===== config.mk =====
export PLATFORM = sky130hd
export DESIGN_NAME = utf8_printable_text_validator_top
export DESIGN_NICKNAME = d
export VERILOG_FILES = /design/src/rtl/utf8v_pkg.sv /design/src/rtl/utf8v_byte_check.sv /design/src/rtl/utf8_printable_text_validator_top.sv
export SDC_FILE = /design/constraint.sdc
export NUM_CORES = 1
export LEC_CHECK = 0
export ABC_AREA = 0
export BUFFER_PORTS_ARGS = -buffer_cell sky130_fd_sc_hd__buf_2
export CAP_MARGIN = 25
export CORE_MARGIN = 2
export CORE_UTILIZATION = 55
export DETAILED_ROUTE_END_ITERATION = 8
export HOLD_SLACK_MARGIN = 0.15
export PLACE_DENSITY = 0.79
export SYNTH_ARGS = -nofsm -noshare
export SYNTH_HDL_FRONTEND = slang
export SYNTH_SLANG_ARGS = --single-unit

===== constraint.sdc =====
create_clock -name clk -period 7.3 [get_ports clk]
set_clock_uncertainty 0.15 [all_clocks]
set_input_delay 0 -clock clk [delete_from_list [all_inputs] [get_ports clk]]
set_output_delay 0 -clock clk [all_outputs]
set_load 0.01 [all_outputs]

===== src/rtl/utf8v_pkg.sv =====
// ----------------------------------------------------------------------------
// utf8v_pkg
// Types and constants shared by the printable UTF-8 text validator.
// ----------------------------------------------------------------------------
package utf8v_pkg;

  localparam int MAX_PAYLOAD = 4096;
  localparam int LEN_W       = $clog2(MAX_PAYLOAD + 1);

  localparam logic [LEN_W-1:0] MAX_LEN = LEN_W'(MAX_PAYLOAD);

  typedef enum logic [1:0] {
    STATUS_OPEN    = 2'd0,
    STATUS_VALID   = 2'd1,
    STATUS_INVALID = 2'd2
  } status_t;

  // Range rule that applies to the first continuation byte only
  typedef enum logic [2:0] {
    RULE_NONE  = 3'd0,
    RULE_GE_A0 = 3'd1,
    RULE_LT_A0 = 3'd2,
    RULE_GE_90 = 3'd3,
    RULE_LT_90 = 3'd4
  } rule_t;

  typedef struct packed {
    logic [7:0] data_byte;
    logic       end_of_payload;
  } in_t;

  typedef struct packed {
    status_t          status;
    logic [LEN_W-1:0] safe_length;
    logic             final_flag;
  } out_t;

  typedef struct packed {
    logic             error_seen;
    logic [1:0]       cont_left;
    rule_t            rule;
    logic [LEN_W-1:0] bytes_seen;
    logic [LEN_W-1:0] prefix_length;
  } st_t;

  localparam st_t ST_CLEAR = '{
    error_seen:    1'b0,
    cont_left:     2'd0,
    rule:          RULE_NONE,
    bytes_seen:    '0,
    prefix_length: '0
  };

endpackage


===== src/rtl/utf8v_byte_check.sv =====
// ----------------------------------------------------------------------------
// utf8v_byte_check
// Per-byte decode: next payload state and the result for one byte.
// ----------------------------------------------------------------------------
module utf8v_byte_check (
  input  utf8v_pkg::st_t cur_st,
  input  utf8v_pkg::in_t item,
  output utf8v_pkg::st_t nxt_st,
  output utf8v_pkg::out_t result
);
  import utf8v_pkg::*;

  logic [7:0]       b;
  logic             last;
  logic [LEN_W-1:0] bytes_inc;
  logic             ok;
  st_t              st;

  assign b    = item.data_byte;
  assign last = item.end_of_payload;

  always_comb begin
    st = cur_st;
    ok = 1'b1;

    bytes_inc = cur_st.bytes_seen;
    if (cur_st.bytes_seen < MAX_LEN) begin
      bytes_inc = cur_st.bytes_seen + LEN_W'(1);
    end
    st.bytes_seen = bytes_inc;

    if (!cur_st.error_seen) begin
      if (cur_st.cont_left != 2'd0) begin
        ok = (b[7:6] == 2'b10);
        case (cur_st.rule)
          RULE_GE_A0: if (b < 8'ha0) ok = 1'b0;
          RULE_LT_A0: if (b >= 8'ha0) ok = 1'b0;
          RULE_GE_90: if (b < 8'h90) ok = 1'b0;
          RULE_LT_90: if (b >= 8'h90) ok = 1'b0;
          default:    ;
        endcase
        if (ok) begin
          st.rule      = RULE_NONE;
          st.cont_left = cur_st.cont_left - 2'd1;
          if (cur_st.cont_left == 2'd1) begin
            st.prefix_length = bytes_inc;
          end
        end
      end else if (!b[7]) begin
        // ASCII: tab, LF and CR are the only control bytes allowed
        ok = !((b < 8'h20 && b != 8'h09 && b != 8'h0a && b != 8'h0d) || b == 8'h7f);
        if (ok) begin
          st.prefix_length = bytes_inc;
        end
      end else if (b[7:5] == 3'b110) begin
        ok = (b >= 8'hc2);
        if (ok) begin
          st.cont_left = 2'd1;
        end
      end else if (b[7:4] == 4'he) begin
        st.cont_left = 2'd2;
        st.rule      = (b == 8'he0) ? RULE_GE_A0 :
                       (b == 8'hed) ? RULE_LT_A0 : RULE_NONE;
      end else if (b[7:3] == 5'b11110) begin
        ok = (b <= 8'hf4);
        if (ok) begin
          st.cont_left = 2'd3;
          st.rule      = (b == 8'hf0) ? RULE_GE_90 :
                         (b == 8'hf4) ? RULE_LT_90 : RULE_NONE;
        end
      end else begin
        ok = 1'b0;
      end
      if (!ok) begin
        st.error_seen = 1'b1;
      end
    end

    // payload ends in the middle of a character
    if (last && !st.error_seen && st.cont_left != 2'd0) begin
      st.error_seen = 1'b1;
    end

    result.status      = st.error_seen ? STATUS_INVALID :
                         (last ? STATUS_VALID : STATUS_OPEN);
    result.safe_length = st.prefix_length;
    result.final_flag  = last;

    nxt_st = last ? ST_CLEAR : st;
  end

endmodule


===== src/rtl/utf8_printable_text_validator_top.sv =====
// ----------------------------------------------------------------------------
// utf8_printable_text_validator_top
// Streaming printable UTF-8 check, one byte and one result per request.
// ----------------------------------------------------------------------------
// Each accepted byte lands in the input register; the result register loads
// from it once the output register is free (empty or taken via out_ready).
// Throughput: one byte per cycle, limited only by out_ready; the per-byte
// decode sits between the two registers.
// Reset (rst_n low, synchronous) empties both registers and clears the
// payload state, so the first byte after reset starts a new payload.
module utf8_printable_text_validator_top (
  input  logic            clk,
  input  logic            rst_n,
  input  logic            in_valid,
  output logic            in_ready,
  input  utf8v_pkg::in_t  in_data,
  output logic            out_valid,
  input  logic            out_ready,
  output utf8v_pkg::out_t out_data
);
  import utf8v_pkg::*;

  logic in_valid_r, in_valid_nxt;
  in_t  in_data_r,  in_data_nxt;
  logic out_valid_r, out_valid_nxt;
  out_t out_data_r,  out_data_nxt;
  st_t  st_r,        st_nxt;

  st_t  chk_st;
  out_t chk_res;
  logic out_free;
  logic advance;

  utf8v_byte_check u_check (
    .cur_st (st_r),
    .item   (in_data_r),
    .nxt_st (chk_st),
    .result (chk_res)
  );

  assign out_free = !out_valid_r || out_ready;
  assign advance  = in_valid_r && out_free;
  assign in_ready = !in_valid_r || advance;

  always_comb begin
    in_valid_nxt  = in_valid_r;
    in_data_nxt   = in_data_r;
    out_valid_nxt = out_valid_r;
    out_data_nxt  = out_data_r;
    st_nxt        = st_r;

    if (out_valid_r && out_ready) begin
      out_valid_nxt = 1'b0;
    end
    if (advance) begin
      out_valid_nxt = 1'b1;
      out_data_nxt  = chk_res;
      st_nxt        = chk_st;
      in_valid_nxt  = 1'b0;
    end
    if (in_valid && in_ready) begin
      in_valid_nxt = 1'b1;
      in_data_nxt  = in_data;
    end
  end

  always_ff @(posedge clk) begin
    if (!rst_n) begin
      in_valid_r  <= 1'b0;
      out_valid_r <= 1'b0;
      st_r        <= ST_CLEAR;
    end else begin
      in_valid_r  <= in_valid_nxt;
      out_valid_r <= out_valid_nxt;
      st_r        <= st_nxt;
    end
  end

  always_ff @(posedge clk) begin
    in_data_r  <= in_data_nxt;
    out_data_r <= out_data_nxt;
  end

  assign out_valid = out_valid_r;
  assign out_data  = out_data_r;

endmodule

* After elaboration in Yosys (flattened, before gate mapping)
Cells that the tools add are included.
** Word-level totals
- Output and inout port bits :: 18
- Logic and storage cells :: 107
- Bits in registers :: 59
- Input port bits :: 13
** Operators by class
- $add $sub $neg :: 2
- Muxes and demuxes :: 42
- Magnitude comparators :: 8
- Reduce and logical (&&, ||, !) cells :: 23
- Equality and inequality tests :: 20
** Operator list (count)
- $mux 13 :: 7
- $eq 8x8->1 const B :: 4
- $mux 32 :: 1
- $mux 5 :: 6
- $ge 8x8->1 const B :: 3
- $ne 8x4->1 const B :: 3
- $mux 1 :: 19
- $lt 8x8->1 const B :: 2
- $add 13x1->13 const B :: 1
- $lt 13x13->1 const B :: 1
- $mux 3 :: 4
- $eq 8x7->1 const B :: 1
- $le 8x8->1 const B :: 1
- $logic_and 1x1->1 :: 8
- $lt 8x6->1 const B :: 1
- $reduce_bool 2->1 :: 4
- $reduce_bool 4->1 :: 2
- $reduce_and 7->1 :: 1
- $eq 3x2->1 const B :: 2
- $eq 3x3->1 const B :: 2
- $mux 2 :: 3
- $mux 6 :: 1
- $eq 5x5->1 const B :: 1
- $eq 4x4->1 const B :: 1
- 11 further kinds :: 16

* Logic depth before layout (Yosys ltp)
Gate-level depths: netlist (run 1).
- Word-level depth :: 16
- Gate-level depth with buffers :: 10
- Mapped depth without buffers :: 8

* Cells and area by module
Synthesis (run 1) repeated with hierarchy kept, for this count alone.
** Second synthesis, totals
- Cells, all modules :: 367
- Area, all modules :: 3379.5 sq um
** Modules (own cells, without submodules)
- utf8_printable_text_validator_top :: cells each 173, area each 2147.1 sq um, times used 1, seq. area each 1431.4 sq um
- utf8v_byte_check :: cells each 194, area each 1232.4 sq um, times used 1, seq. area each 0.0 sq um

* Least setup slack after synthesis (run 1)
No wires, ideal clock.
- Path kind :: register to register
- Start :: register st_r[29] in the netlist's numbering
- End :: register out_data_r (netlist bit out_data[8]), data pin
- Path slack :: 4.628 ns
- Arrival time :: 2.260 ns
- Stages on the path, launching flop included :: 9
- Setup time :: 0.262 ns
- Path through :: dfxtp_1 > inv_1 > ha_1 > or4_4 > a2111oi_4 > or2_1 > buf_6 > buf_6 > mux2_1
** RTL lines
- start, declared :: RTL line utf8_printable_text_validator_top.sv:27 : st_t st_r, st_nxt;
- start signal, assigned :: RTL line utf8_printable_text_validator_top.sv:75 : st_r <= st_nxt;
- end signal, assigned :: RTL line utf8_printable_text_validator_top.sv:81 : out_data_r <= out_data_nxt;
- end, declared :: RTL line utf8_printable_text_validator_top.sv:26 : out_t out_data_r, out_data_nxt;

==> results of run 1 <==
placed cells by master, fill, tap and decap left out, types with 5 or more instances in the layout:
cell / count
a21oi_1: 12
a22oi_1: 10
a32oi_1: 7
buf_2: 30
clkbuf_8: 11
dfxtp_1: 34
dlygate4sd3_1: 15
edfxtp_1: 25
inv_1: 6
mux2_1: 7
nand2_1: 15
nand2b_1: 9
nand3_1: 7
nand4_1: 5
nor2_1: 16
nor2b_1: 26
o21ai_0: 11
xnor2_1: 6
xor2_1: 5
kinds of logic (layout without fill, tap and decap cells):
family          count (synthesis)  count (layout)  synth area share
buf+inv                        25              69            0.0472
flops                          59              59             0.486
compound gates                 70              70             0.180
simple gates                  106             106             0.204
fa+ha+maj                       3               3            0.0128
xor+xnor                       11              11            0.0327
mux                            10              10            0.0370
registers in the layout, summed over array words and instances (netlist names):
signal	cells
out_valid	1
in_data_r	9
in_valid_r	1
out_data	16
st_r	32
power groups by stage:
stage / clock network (mW) / registers, mW / logic (mW)
floorplan: 0 / 0.371 / 0.0490
global placement: 0 / 0.371 / 0.0600
detailed placement: 0 / 0.371 / 0.0602
CTS: 0.345 / 0.364 / 0.0671
global route: 0.357 / 0.366 / 0.0762
finish: 0.339 / 0.365 / 0.0685
worst max-delay path by stage:
stage | cells after the start | end | startpoint | slack, ns
detailed placement | 7 | out_data[7] | st_r[29] | 4.33
global placement | 7 | out_data[7] | st_r[29] | 4.42
global route | 6 | out_data[7] | in_data_r[1] | 4.09
finish | 6 | out_data[7] | in_data_r[3] | 4.30
CTS | 7 | out_data[7] | st_r[29] | 4.31
floorplan | 8 | out_data[8] | st_r[29] | 4.63
per-layer routing:
layer / vias to the layer above / wire (µm)
met2: 52 / 2860
met3: 5 / 272
li1: 1121 / -
met1: 1050 / 2660
met4: 0 / 73
met5: - / 0
critical path, delay by kind of cell, from the launching register on:
family / cells / cell delay [ns]
AO/OA/AOI/OAI: 2 / 0.93
buffers and inverters: 1 / 0.36
AND/OR/NAND/NOR: 2 / 0.46
multiplexers: 1 / 0.36
flip-flops: 1 / 0.48
per-stage QoR:
step                utilization  cell area [µm²]  instances  power [mW]  hold WS (ns)
floorplan                     -             2940        284       0.420       -0.0511
global placement          0.599             3080        366       0.431        0.0261
detailed placement        0.599             3080        366       0.432        0.0281
CTS                       0.672             3450        397       0.776         0.192
global route              0.673             3460        398       0.799         0.208
finish                    0.673             3460        398       0.772         0.207
what timing repair did:
item / 4_1_cts / 5_1_grt
endpoints found under the hold margin: 52 / 0
hold buffers: 15 / 0
setup buffers: 0 / 0
setup endpoints to repair: 0 / 0
layout make-up:
type | count | area, µm² | area share
repair buffers | 47 | 315 | 0.0911
clock buffers | 11 | 151 | 0.0437
clock inverters | 5 | 75.1 | 0.0217
multi-input cells | 200 | 1380 | 0.398
flip-flops and latches | 59 | 1430 | 0.414
inverters | 6 | 22.5 | 0.00651
well taps | 70 | 87.6 | 0.0253
==> results.ini, run 1 <==
[synthesis]
synth.avg_cell_area_um2 = 10.4
yosysMostFrequentCell = dfxtp_1
syn-num-nets = 300
seq_area_frac_synth = 0.486
yosysTopAreaCellShare = 0.255
yosys_warnings = 0
netlist_top_cells_count = 34 x dfxtp_1, 26 x nor2b_1, 25 x edfxtp_1
synthesis.area_um2 = 2940
syn_inst = 284
synthTopCellsByArea = edfxtp_1 26%, dfxtp_1 23%, nor2b_1 5.5%
ys_types = 58
synth_top_area_cell = edfxtp_1
synth_seq_cells = 59
synth_edf_count = 25
async_flop_share = 0
synth_flop_cell = dfxtp_1

[grt]
overflow = 0
grt_first_pass_wirelength_um = 10000
grt_pass1_vias = 2140
antenna_found_initial = 0
grt-busiest-layer = met2
gr-usage-all-layers = 0.217
grt_use_met1 = 0.269
grt_util_met3 = 0.0659
globalRouteMet2Util = 0.353
grt_max_degree = 37

[setup_path]
startpoint_type = flop
r2r_start = in_data_r[3]
critPathRequiredTime_ns = 7.24
path_class = reg2reg
reg2reg_slack_ns = 4.30
rr_endpoint = out_data[7]
cp.arrival_ns = 2.94
critPathMaxStageDelay_ns = 0.77
critPathSlowestCell = a2111oi_0
reg2reg_depth = 6
end_kind = flop
cp_cell_sequence = nor3b_1 -> o21ai_0 -> a2111oi_0 -> or2_1 -> buf_4 -> mux2_1
path_max_fanout = 32

[sta]
post-route-period-util = 0.412
slew_headroom = 0.317
post-route-min-period_ns = 3.00
setup_slack_ns = 4.30
totalNegativeSetupSlack_ns = 0
hold_viol = 0
tightestPinTransition_ns = 1.02
rsz0062_at_grt = false
drv_slew = 0
setup_viol = 0
max_clock_freq_mhz = 333

[drt]
drc = 0
drt-initial-drc-count = 113
antenna_left = 0
num_vias = 2228
routed_via_density = 5.60
drt_pre_antenna_iters = 4
wirelength_um = 5860
post_drt_wl_per_cell_um = 14.7

[placement]
place_congestion = 0.852
port_buffers = 30
pre_cts_slack_ns = 4.33
dpl.hpwl_um = 3450

[clocking]
cts.clk_slew.worst_paths_ns = 0.07
cts_root_buf = clkbuf_8
cts_sinks = 59
cts-buffers-inserted = 9
cts_tree = done
clock_latency_ns = 0.35
clk_path_buf_depth = 2
cts_htree_levels = 3
postCtsResizedCells = 0

[power_and_ir_drop]
seqPwrFrac = 0.472
swShare = 0.231
power_switching_uw = 178
static-leakage-power_nw = 1.25
p_per_area_nw_per_um2 = 223
clockPowerShare = 0.439
pwr-share-comb = 0.089
p_int_uw = 594
vdd_ir_drop_max_v = 0.000235

[floorplanning]
fp-row-count = 26
die_w_um = 77.1
die_h_um = 77.1
core_um2 = 5140
ioPinCount = 31
initial_core_util = 0.573
die-area_um2 = 5950

[layout]
areaGrowthSynthToFinish_pct = 17.6
finalNetCount = 339
diodes = 0
fillerInstances = 401
drive_gt1_frac = 0.192

[worst_hold_path]
hp-start = in_data[5]
min_path_cells = 2
hold-path-endpoint = in_data_r[5]
min_path_type = in2reg

[run_status]
status = completed

[job]
drv_cap = 0

No activity file was read; power rests on OpenSTA's default activity.
==> inputs of run 2 (changes only) <==
CORE_UTILIZATION = 53   (was 55)
PLACE_DENSITY = 0.8   (was 0.79)
clock period = 2.4 ns   (was 7.3 ns; I/O delays follow)
==> run 2 against run 1 <==
Effect of this change: the run now ends with setup timing left; fmax increased by 24%; global-route usage up 1.5 points; die area grew 3.6%; via count up 13%; critical endpoint is now out_data[3]; largest power group unchanged.
==> results.ini, run 2 (synthesis gave the netlist of run 1 again) <==
[grt]
antenna_found_initial = 0
grt_max_degree = 21
gr-usage-all-layers = 0.232
grt-busiest-layer = met2
overflow = 0
grt_pass1_vias = 2521
grt_util_met3 = 0.0425
globalRouteMet2Util = 0.373
grt_use_met1 = 0.293
grt_first_pass_wirelength_um = 11200

[setup_path]
reg2reg_slack_ns = -0.03
path_max_fanout = 7
r2r_start = in_data_r[6]
cp.arrival_ns = 2.35
endpoint = out_data[3]
critPathRequiredTime_ns = 2.33
path_class = reg2reg
worstSetupStartpoint = in_data_r[6]
startpoint_type = flop
rr_endpoint = out_data[3]
reg2reg_depth = 6
end_kind = flop

[floorplanning]
core_um2 = 5440
initial_core_util = 0.541
die-area_um2 = 6160
die_w_um = 78.5
fp-row-count = 27
die_h_um = 78.5
ioPinCount = 31

[power_and_ir_drop]
p_per_area_nw_per_um2 = 589
clockPowerShare = 0.384
pwr-share-comb = 0.149
vdd_ir_drop_max_v = 0.000485
seqPwrFrac = 0.467
swShare = 0.247
p_int_mw = 1.77
static-leakage-power_nw = 1.51
power_switching_uw = 581

[sta]
slew_headroom = 0.646
post-route-min-period_ns = 2.43
tightestPinTransition_ns = 0.530
setup_slack_ns = -0.0252
hold_viol = 0
max_clock_freq_mhz = 412
rsz0062_at_grt = true
setup_viol = 9
post-route-period-util = 1.01
drv_slew = 0

[placement]
placed_cells = 401
dpl.hpwl_um = 4360
dpl_cell_area_um2 = 3360
port_buffers = 30
place_congestion = 0.838

[layout]
final_cells = 444
final_cell_mix = 35 x buf_4, 31 x dfxtp_1, 30 x buf_2
drive_gt1_frac = 0.355
final_cell_area_um2 = 4000
diodes = 0
finalNetCount = 383
largest_register_ff_count = 32
areaGrowthSynthToFinish_pct = 35.8
layout_commonest_cell = buf_4
regMostFlops = st_r

[job]
drv_cap = 0

[drt]
drt_pre_antenna_iters = 4
num_vias = 2525
antenna_left = 0
drc = 0
wirelength_um = 7270
routed_via_density = 5.69
post_drt_wl_per_cell_um = 16.4
drt-initial-drc-count = 197

[clocking]
clk_path_buf_depth = 2
clock_latency_ns = 0.33
cts-buffers-inserted = 9
cts_root_buf = clkbuf_8
cts_htree_levels = 3
cts_tree = done
cts.clk_slew.worst_paths_ns = 0.07
cts_sinks = 59

[worst_hold_path]
min_path_type = in2reg

[run_status]
status = finished, violations left
violations = setup timing

==> run 2: cell type report <==
| type | instances | area, µm² |
|---|---|---|
| Clock buffer | 10 | 138 |
| Clock inverter | 6 | 65.1 |
| Fill cell | 377 | 1440 |
| Inverter | 6 | 22.5 |
| Multi-Input combinational cell | 200 | 1490 |
| Sequential cell | 59 | 1440 |
| Tap cell | 72 | 90.1 |
| Timing Repair Buffer | 91 | 756 |
==> run 2: power by group through the flow <==
stage | registers, mW | logic, mW | clock network (mW)
finish | 1.10 | 0.351 | 0.904
global route | 1.10 | 0.376 | 0.956
CTS | 1.10 | 0.298 | 0.916
detailed placement | 1.12 | 0.260 | 0
global placement | 1.12 | 0.254 | 0
floorplan | 1.13 | 0.152 | 0
==> run 2: worst min path at each step <==
stage | start | endpoint | cells past startpoint
2_1_floorplan | in_data[0] | in_data_r[0] | 0
3_3_place_gp | in_data[4] | in_data_r[4] | 1
3_5_place_dp | in_data[7] | in_data_r[7] | 1
4_1_cts | in_data[5] | in_data_r[5] | 2
5_1_grt | in_data[2] | in_data_r[2] | 2
6_report | in_data[7] | in_data_r[7] | 2
==> run 2: critical path: stages (launching register included) <==
cell and delay (ns):
edfxtp_1 0.43, nor4bb_4 0.20, or4_4 0.51, a2111oi_4 0.24, or2_4 0.21, buf_12 0.14
mux2_4 0.29
==> run 2: per-layer routing <==
layer | routed length (µm) | vias to the layer above
li1 | - | 1215
met1 | 3100 | 1209
met2 | 3680 | 86
met3 | 349 | 15
met4 | 142 | 0
met5 | 0 | -
==> run 2: what timing repair did <==
item                                    CTS  global route
endpoints found under the setup margin    8            29
hold buffers                             15             0
pin swaps                                 2            10
setup buffers                             0             9
cloned                                    1             2
gates resized for setup                   4            31
endpoints found under the hold margin    44             0
==> run 2: through the flow <==
| stage | utilization | TNS, ns | hold slack [ns] | total power [mW] | setup WS (ns) |
|---|---|---|---|---|---|
| after floorplan | - | -0.589 | -0.0511 | 1.28 | -0.0841 |
| after global placement | 0.618 | -0.0667 | 0.0265 | 1.37 | -0.0108 |
| after detailed placement | 0.618 | -0.326 | 0.0281 | 1.38 | -0.0502 |
| after CTS | 0.692 | -0.0366 | 0.214 | 2.31 | -0.0216 |
| after global routing | 0.735 | -1.03 | 0.229 | 2.43 | -0.0732 |
| final | 0.735 | -0.164 | 0.228 | 2.35 | -0.0252 |
==> inputs of run 3 (changes only) <==
RECOVER_POWER = 100   (was default)
==> run 3 against run 2 <==
Effect of this change: first-iteration DRC count grew 0.51%; via count fell by 0.59%; global-route usage unchanged; the flow still finishes with violations (setup timing); critical path type unchanged.
==> results.ini, run 3 (synthesis gave the netlist of run 1 again) <==
[drt]
num_vias = 2510
wirelength_um = 7280
drt-initial-drc-count = 198
routed_via_density = 5.65
drt_pre_antenna_iters = 4
antenna_left = 0
post_drt_wl_per_cell_um = 16.4
drc = 0

[layout]
diodes = 0
areaGrowthSynthToFinish_pct = 34.4
drive_gt1_frac = 0.290
utilization = 0.727
final_cell_mix = 31 x dfxtp_1, 31 x buf_4, 26 x nor2b_1
largest_register_ff_count = 32
final_cell_area_um2 = 3960
regMostFlops = st_r
final_cells = 444
finalNetCount = 383

[setup_path]
r2r_start = in_data_r[6]
path_class = reg2reg
startpoint_type = flop
path_max_fanout = 7
reg2reg_depth = 6
reg2reg_slack_ns = -0.02
end_kind = flop
rr_endpoint = out_data[3]
critPathRequiredTime_ns = 2.32
cp.arrival_ns = 2.34

[sta]
rsz0062_at_grt = true
totalNegativeSetupSlack_ns = -0.0948
slew_headroom = 0.528
drv_slew = 0
post-route-period-util = 1.01
hold_viol = 0
setup_slack_ns = -0.0171
max_clock_freq_mhz = 414
hold_slack_ns = 0.228
post-route-min-period_ns = 2.42
tightestPinTransition_ns = 0.707
setup_viol = 8

[clocking]
cts_sinks = 59
cts_tree = done
clk_path_buf_depth = 2
clock_latency_ns = 0.33
cts-buffers-inserted = 9
cts.clk_slew.worst_paths_ns = 0.07
cts_root_buf = clkbuf_8
cts_htree_levels = 3

[floorplanning]
ioPinCount = 31
die-area_um2 = 6160
die_h_um = 78.5
initial_core_util = 0.541
core_um2 = 5440
die_w_um = 78.5
fp-row-count = 27

[placement]
dpl_cell_area_um2 = 3360
dpl.hpwl_um = 4360
place_congestion = 0.838
placed_cells = 401
port_buffers = 30

[grt]
grt_first_pass_wirelength_um = 11200
grt_pass1_vias = 2521
antenna_found_initial = 0
overflow = 0
gr-usage-all-layers = 0.232
grt_max_degree = 21

[job]
drv_cap = 0

[run_status]
violations = setup timing
status = finished, violations left

[worst_hold_path]
min_path_type = in2reg
hp-start = in_data[7]
hold-path-endpoint = in_data_r[7]
min_path_cells = 2

[power_and_ir_drop]
p_per_area_nw_per_um2 = 593
static-leakage-power_nw = 1.44
vdd_ir_drop_max_v = 0.000480

[run 3: cell count changes in the layout (fill, tap and decap cells not counted)]
cell      change
or4_4         -1
clkbuf_1     +23
and2_1        -4
buf_2        -19
buf_4         -4
or4_1         +1
and2_0        +4
[run 3: worst max path at each step]
| stage | startpoint | end | slack (ns) | cells after the start |
|---|---|---|---|---|
| after floorplan | st_r[29] | out_data[8] | -0.08 | 8 |
| after global placement | st_r[30] | out_data[11] | -0.01 | 7 |
| after detailed placement | in_data_r[6] | out_data[13] | -0.05 | 6 |
| after CTS | in_data_r[6] | out_data[2] | -0.02 | 8 |
| after global routing | in_data_r[6] | st_r[7] | -0.07 | 11 |
| final | in_data_r[6] | out_data[3] | -0.02 | 6 |
[run 3: where the power goes]
part	internal [mW]	total (mW)	leakage, nW	switching [mW]
registers	1.08	1.10	0.513	0.0176
clock network	0.507	0.902	0.102	0.395
logic	0.177	0.343	0.820	0.166
total	1.76	2.34	1.44	0.579
[run 3: critical path, cell delays in order, from the launching register on]
cell and delay [ns]:
edfxtp_1 0.43, nor4bb_4 0.20, or4_4 0.51, a2111oi_4 0.24
or2_4 0.21, buf_12 0.14, mux2_4 0.29
[run 3: layout make-up]
cell class	count	area [µm²]
inverters	6	22.5
clock buffers	10	138
clock inverters	6	65.1
fillers	397	1480
multi-input cells	200	1490
repair buffers	91	717
flip-flops and latches	59	1440
well taps	72	90.1
[run 3: metal layers]
layer / routed length, µm / GRT usage / vias up
met2: 3700 / 0.373 / 78
met4: 116 / 0.137 / 0
met1: 3140 / 0.293 / 1208
li1: - / - / 1214
met3: 315 / 0.0425 / 10
met5: 0 / 0 / -
[run 3: through the flow]
step	total power, mW	setup slack (ns)
CTS	2.31	-0.0216
floorplan	1.28	-0.0841
global placement	1.37	-0.0108
global route	2.43	-0.0732
detailed placement	1.38	-0.0502
finish	2.34	-0.0171
[run 3: repair_timing]
action | CTS | global route
hold buffers | 15 | 0
cloned | 1 | 2
buffers inserted | 0 | 9
pin swaps | 2 | 10
setup endpoints to repair | 8 | 29
hold endpoints to repair | 44 | 0
gates resized for setup | 4 | 31
